[config.mk]
export PLATFORM = sky130hd
export DESIGN_NAME = wlpc_ctrl
export DESIGN_NICKNAME = d
export VERILOG_FILES = /design/src/rtl/wlpc_pkg.sv /design/src/rtl/wlpc_ctrl.sv
export SDC_FILE = /design/constraint.sdc
export NUM_CORES = 1
export LEC_CHECK = 0
export ABC_AREA = 1
export BUFFER_PORTS_ARGS = -buffer_cell sky130_fd_sc_hd__buf_2
export CAP_MARGIN = 5
export CORE_MARGIN = 10
export CORE_UTILIZATION = 37
export DETAILED_ROUTE_END_ITERATION = 12
export GPL_TIMING_DRIVEN = 0
export PLACE_DENSITY = 0.66
export SLEW_MARGIN = 10
export SYNTH_ARGS = -nofsm -noshare
export SYNTH_HDL_FRONTEND = slang
export SYNTH_SLANG_ARGS = --single-unit
[constraint.sdc]
create_clock -name i_clk -period 2.9 [get_ports i_clk]
set_input_delay 0.145 -clock i_clk [delete_from_list [all_inputs] [get_ports i_clk]]
set_output_delay 0.145 -clock i_clk [all_outputs]
set_load 0.05 [all_outputs]
[src/rtl/wlpc_pkg.sv]
package wlpc_pkg;

    localparam int FIELD_W  = 11;
    localparam int WIDTH_W  = 31;
    localparam int OP_W     = 2;
    localparam int STATUS_W = 2;
    // Union by rank keeps every rank at or below log2 of the node count.
    localparam int RANK_W   = 5;

    localparam logic [OP_W-1:0] OP_LOAD_TARGET = 2'd0;
    localparam logic [OP_W-1:0] OP_LOAD_LINK   = 2'd1;
    localparam logic [OP_W-1:0] OP_START       = 2'd2;

    localparam logic [STATUS_W-1:0] ST_SOLVED      = 2'd0;
    localparam logic [STATUS_W-1:0] ST_NO_LINKS    = 2'd1;
    localparam logic [STATUS_W-1:0] ST_UNREACHABLE = 2'd2;

    typedef enum logic [4:0] {
        S_IDLE,
        S_SORT_I,
        S_SORT_KEY,
        S_SORT_CHK,
        S_SORT_CMP,
        S_CLR,
        S_CHK_INIT,
        S_CK_N,
        S_CK_T,
        S_FA,
        S_FB,
        S_M_K,
        S_M_L,
        S_MA,
        S_MB,
        S_BUMP,
        S_FIN_J,
        S_FIN_U
    } t_state;

    typedef enum logic [4:0] {
        C_NOP,
        C_LOAD_TGT,
        C_LOAD_LINK,
        C_START,
        C_RD_I,
        C_KEY,
        C_PLACE,
        C_RD_JM1,
        C_SHIFT,
        C_CLR,
        C_CHK_START,
        C_RD_TGT,
        C_FIND_NODE,
        C_STEP,
        C_FIND_TGT,
        C_NEXT_N,
        C_RD_LINK,
        C_FIND_FROM,
        C_FIND_TO,
        C_UNION,
        C_BUMP,
        C_EMIT_J,
        C_EMIT_U
    } t_cmd;

    typedef struct packed {
        logic i_done;
        logic j_zero;
        logic lt;
        logic clr_last;
        logic ck_done;
        logic found;
        logic same_root;
        logic rank_eq;
        logic links_done;
        logic out_busy;
    } t_sts;

endpackage

[src/rtl/wlpc_ctrl.sv]
module wlpc_ctrl (
    input  logic                       i_clk,
    input  logic                       i_rst_n,
    input  logic                       i_req_valid,
    input  logic [wlpc_pkg::OP_W-1:0]  i_req_op,
    output logic                       o_req_ready,
    input  wlpc_pkg::t_sts             i_sts,
    output wlpc_pkg::t_cmd             o_cmd
);

    wlpc_pkg::t_state r_state;
    wlpc_pkg::t_state n_state;

    always_ff @(posedge i_clk) begin
        if (!i_rst_n) begin
            r_state <= wlpc_pkg::S_IDLE;
        end else begin
            r_state <= n_state;
        end
    end

    always_comb begin
        n_state     = r_state;
        o_cmd       = wlpc_pkg::C_NOP;
        o_req_ready = 1'b0;
        case (r_state)
            wlpc_pkg::S_IDLE: begin
                o_req_ready = 1'b1;
                if (i_req_valid) begin
                    case (i_req_op)
                        wlpc_pkg::OP_LOAD_TARGET: o_cmd = wlpc_pkg::C_LOAD_TGT;
                        wlpc_pkg::OP_LOAD_LINK:   o_cmd = wlpc_pkg::C_LOAD_LINK;
                        wlpc_pkg::OP_START: begin
                            o_cmd   = wlpc_pkg::C_START;
                            n_state = wlpc_pkg::S_SORT_I;
                        end
                        default: o_cmd = wlpc_pkg::C_NOP;
                    endcase
                end
            end
            // Insertion sort of the link list by decreasing width.
            wlpc_pkg::S_SORT_I: begin
                if (i_sts.i_done) begin
                    n_state = wlpc_pkg::S_CLR;
                end else begin
                    o_cmd   = wlpc_pkg::C_RD_I;
                    n_state = wlpc_pkg::S_SORT_KEY;
                end
            end
            wlpc_pkg::S_SORT_KEY: begin
                o_cmd   = wlpc_pkg::C_KEY;
                n_state = wlpc_pkg::S_SORT_CHK;
            end
            wlpc_pkg::S_SORT_CHK: begin
                if (i_sts.j_zero) begin
                    o_cmd   = wlpc_pkg::C_PLACE;
                    n_state = wlpc_pkg::S_SORT_I;
                end else begin
                    o_cmd   = wlpc_pkg::C_RD_JM1;
                    n_state = wlpc_pkg::S_SORT_CMP;
                end
            end
            wlpc_pkg::S_SORT_CMP: begin
                if (i_sts.lt) begin
                    o_cmd   = wlpc_pkg::C_SHIFT;
                    n_state = wlpc_pkg::S_SORT_CHK;
                end else begin
                    o_cmd   = wlpc_pkg::C_PLACE;
                    n_state = wlpc_pkg::S_SORT_I;
                end
            end
            wlpc_pkg::S_CLR: begin
                o_cmd = wlpc_pkg::C_CLR;
                if (i_sts.clr_last) begin
                    n_state = wlpc_pkg::S_CHK_INIT;
                end
            end
            wlpc_pkg::S_CHK_INIT: begin
                o_cmd   = wlpc_pkg::C_CHK_START;
                n_state = wlpc_pkg::S_CK_N;
            end
            wlpc_pkg::S_CK_N: begin
                if (i_sts.ck_done) begin
                    n_state = wlpc_pkg::S_FIN_J;
                end else begin
                    o_cmd   = wlpc_pkg::C_RD_TGT;
                    n_state = wlpc_pkg::S_CK_T;
                end
            end
            wlpc_pkg::S_CK_T: begin
                o_cmd   = wlpc_pkg::C_FIND_NODE;
                n_state = wlpc_pkg::S_FA;
            end
            wlpc_pkg::S_FA: begin
                if (i_sts.found) begin
                    o_cmd   = wlpc_pkg::C_FIND_TGT;
                    n_state = wlpc_pkg::S_FB;
                end else begin
                    o_cmd = wlpc_pkg::C_STEP;
                end
            end
            wlpc_pkg::S_FB: begin
                if (!i_sts.found) begin
                    o_cmd = wlpc_pkg::C_STEP;
                end else if (i_sts.same_root) begin
                    o_cmd   = wlpc_pkg::C_NEXT_N;
                    n_state = wlpc_pkg::S_CK_N;
                end else begin
                    n_state = wlpc_pkg::S_M_K;
                end
            end
            wlpc_pkg::S_M_K: begin
                if (i_sts.links_done) begin
                    n_state = wlpc_pkg::S_FIN_U;
                end else begin
                    o_cmd   = wlpc_pkg::C_RD_LINK;
                    n_state = wlpc_pkg::S_M_L;
                end
            end
            wlpc_pkg::S_M_L: begin
                o_cmd   = wlpc_pkg::C_FIND_FROM;
                n_state = wlpc_pkg::S_MA;
            end
            wlpc_pkg::S_MA: begin
                if (i_sts.found) begin
                    o_cmd   = wlpc_pkg::C_FIND_TO;
                    n_state = wlpc_pkg::S_MB;
                end else begin
                    o_cmd = wlpc_pkg::C_STEP;
                end
            end
            wlpc_pkg::S_MB: begin
                if (i_sts.found) begin
                    o_cmd   = wlpc_pkg::C_UNION;
                    n_state = i_sts.rank_eq ? wlpc_pkg::S_BUMP : wlpc_pkg::S_CHK_INIT;
                end else begin
                    o_cmd = wlpc_pkg::C_STEP;
                end
            end
            wlpc_pkg::S_BUMP: begin
                o_cmd   = wlpc_pkg::C_BUMP;
                n_state = wlpc_pkg::S_CHK_INIT;
            end
            wlpc_pkg::S_FIN_J: begin
                if (!i_sts.out_busy) begin
                    o_cmd   = wlpc_pkg::C_EMIT_J;
                    n_state = wlpc_pkg::S_IDLE;
                end
            end
            wlpc_pkg::S_FIN_U: begin
                if (!i_sts.out_busy) begin
                    o_cmd   = wlpc_pkg::C_EMIT_U;
                    n_state = wlpc_pkg::S_IDLE;
                end
            end
            default: n_state = wlpc_pkg::S_IDLE;
        endcase
    end

endmodule

==> results.md <==
* # setup viols final at 0
* Setup TNS at 0 ps
* Initial antenna violation count at 0
* Drt wl/cell at 13.1 microns
* Met3 WL at 174 microns
* Largest reg by FF count: r_state
* Ys flop type: dfxtp_1
* Status: completed
* CTS Hold Bufs at 0
* Crit Path Max Fanout at 10
* Number of flops mapped to enable cells by yosys at 0
* Pin count of the biggest net entering global routing at 11
* Fin nets at 202
* Die Height at 68.2 microns
* Final hold viol count at 0
* Sink Count at 5
* Inserted Diodes at 0
* Synth Register Bits at 5
* Crit path DAT at 1860 ps
* I/O pin total at 21
* Post-synth top area cell: nand2_1
* Top layer in use: met4
* Pre-Repair DR Iteration Count at 4
* Max_cap viols at 0
* RSZ-0062 raised after global routing: false
* Post-CTS setup buffer count at 0
* Layout area overhead at 18.7%
* Crit. End Element: output pin
* First-pass GRT wire length at 4510 microns
* Register area at 100 sq um
* Min Tclk post-route at 2000 ps
* Post-route ant nets at 0
* Core Region at 2210 sq um
* Grt total ovfl at 0
* Pre-CTS setup slack at 1170 ps
* Rows at 17
* Library cells used by synthesis at 26
* Element type at the critical path start: flop
* Syn Inst Count at 161
* Die area at 4660 sq um
* Pins over their slew limit at 0
* Top-count cell post-synth: nand2_1
* CTS tree: built
* CTS Buf Count at 3
* Maximum VDD drop at 0.292 mV
* Worst Setup Path Type: flop to output pin
* Post-synth top cells: nand2_1, inv_1, nor2_1, nand3_1
* Reg clk slew, reported paths at 40 ps
* Clock Path Buffers at 2
* Ys Warns at 0
* Fraction of layout instances using a drive strength above 1 at 27.0%
* Area contributors post-synth: nand2_1, dfxtp_1, inv_1, nor2_1, nand2_2
* Design Area, Final at 1020 sq um
* All-layer global routing usage at 12.2%
* CTS root buffer: clkbuf_4
* # H-tree levels at 1
* Synth Net Count at 177
* DRT iter0 DRCs at 114
* Critical path required time at 2760 ps
* Final WS setup at 899 ps
* # fillers at 260
* Max reg flops at 5
* Layout Skew at 0.794 ps
* Hold WC Path Type: input pin to flop
* Initial Utilization at 38.9%
* Worst rel slew slack at 72.1%
* Fmax at 500 MHz
* Area share of the largest cell type after synthesis at 19.6%
* Final period utilization at 69.0%
* Met1 Wirelength at 1270 microns
* Leak at 0.614 nW
* Placed Area at 996 sq um
* Via count of the first global-routing pass at 1,010
* Gp weighted congestion at 0.947
* Vias per Instance at 5.08
* Footprint of the multi-input gates at 623 sq um
* PwrDens at 543 nW/um^2
* Mapped Area at 861 sq um
* Syn Area/Cell at 5.35 sq um
* Drt drc at 0
* DIE WIDTH at 68.2 microns
* Port Buffers at 20
* Register area share after synthesis at 11.6%
* Dpl hpwl at 2340 microns
* Clock Latency Late Sink at 230 ps
* Post-cts resize count at 0
* Metal2 WL at 1310 microns
* Via Count at 1,082
* Top Registers: r_state x5
* Tightest Pin Transition at 413 ps
* Total Routed Length at 2800 microns
* Total chip power at 0.555 mW
* Async set or reset register ratio after synthesis at 0%
[power breakdown]
part,switching [mW],leakage (nW),internal (mW)
Sequential,0.0171,0.0406,0.0790
Combinational,0.277,0.558,0.106
Clock,0.0246,0.0150,0.0518
[cells by family (layout without fill, tap and decap cells)]
| kind of cell | count (synthesis) | after routing | share of synthesized area (%) |
|---|---|---|---|
| and+or+nand+nor | 107 | 107 | 60.2 |
| buffers and inverters | 31 | 55 | 16.0 |
| AOI/OAI and AO/OA | 17 | 17 | 10.8 |
| DFF | 5 | 5 | 11.6 |
| adders and majority gates | 1 | 1 | 1.45 |
[worst paths after layout]
check	from	cells after the start	slack [ps]	end
max reg2reg	r_state[0]	8	1410	r_state[2]
min reg2reg	r_state[0]	2	590	r_state[0]
max	r_state[4]	9	900	o_cmd[1]
min	i_rst_n	3	110	r_state[4]
[final cells by class]
cell class,count,area share (%)
multi-input combinational,125,61.0
inverter,28,10.5
sequential,5,9.79
timing repair buffer,20,9.79
tap,28,3.43
buffer,3,2.94
clock buffer,4,2.57
[cell usage in the layout (no fill, tap or decap), types with 5 or more instances in the layout]
master    n
inv_1    21
a21oi_1   8
nand2_1  45
buf_2    20
nor2_1   18
nand3_1  12
dfxtp_1   5
nand2_2  10
o21ai_0   6
inv_2     6
nand4_1  10
[worst max-delay path, stage by stage (launching register included)]
cell and delay, ps:
dfxtp_1 460, inv_2 90, buf_6 150, nand2_1 80, nor2_1 50, nand2_1 70, o21ai_0 80, nor3_1 300
nand3_1 110, buf_2 230
[metrics by stage]
step | hold slack [ps] | std cells | util [%]
after floorplan | 243 | 161 | -
after global placement | 347 | 209 | 45.0
after detailed placement | 351 | 209 | 45.0
after CTS | 103 | 213 | 46.2
after global routing | 109 | 213 | 46.2
final | 110 | 213 | 46.2
[routing by layer]
| layer | up-vias | GRT usage, % |
|---|---|---|
| li1 | 570 | - |
| met1 | 475 | 16.1 |
| met2 | 33 | 19.4 |
| met3 | 4 | 1.31 |
| met4 | 0 | 5.53 |
| met5 | - | 0 |
Power figures use the tool's default switching activity.
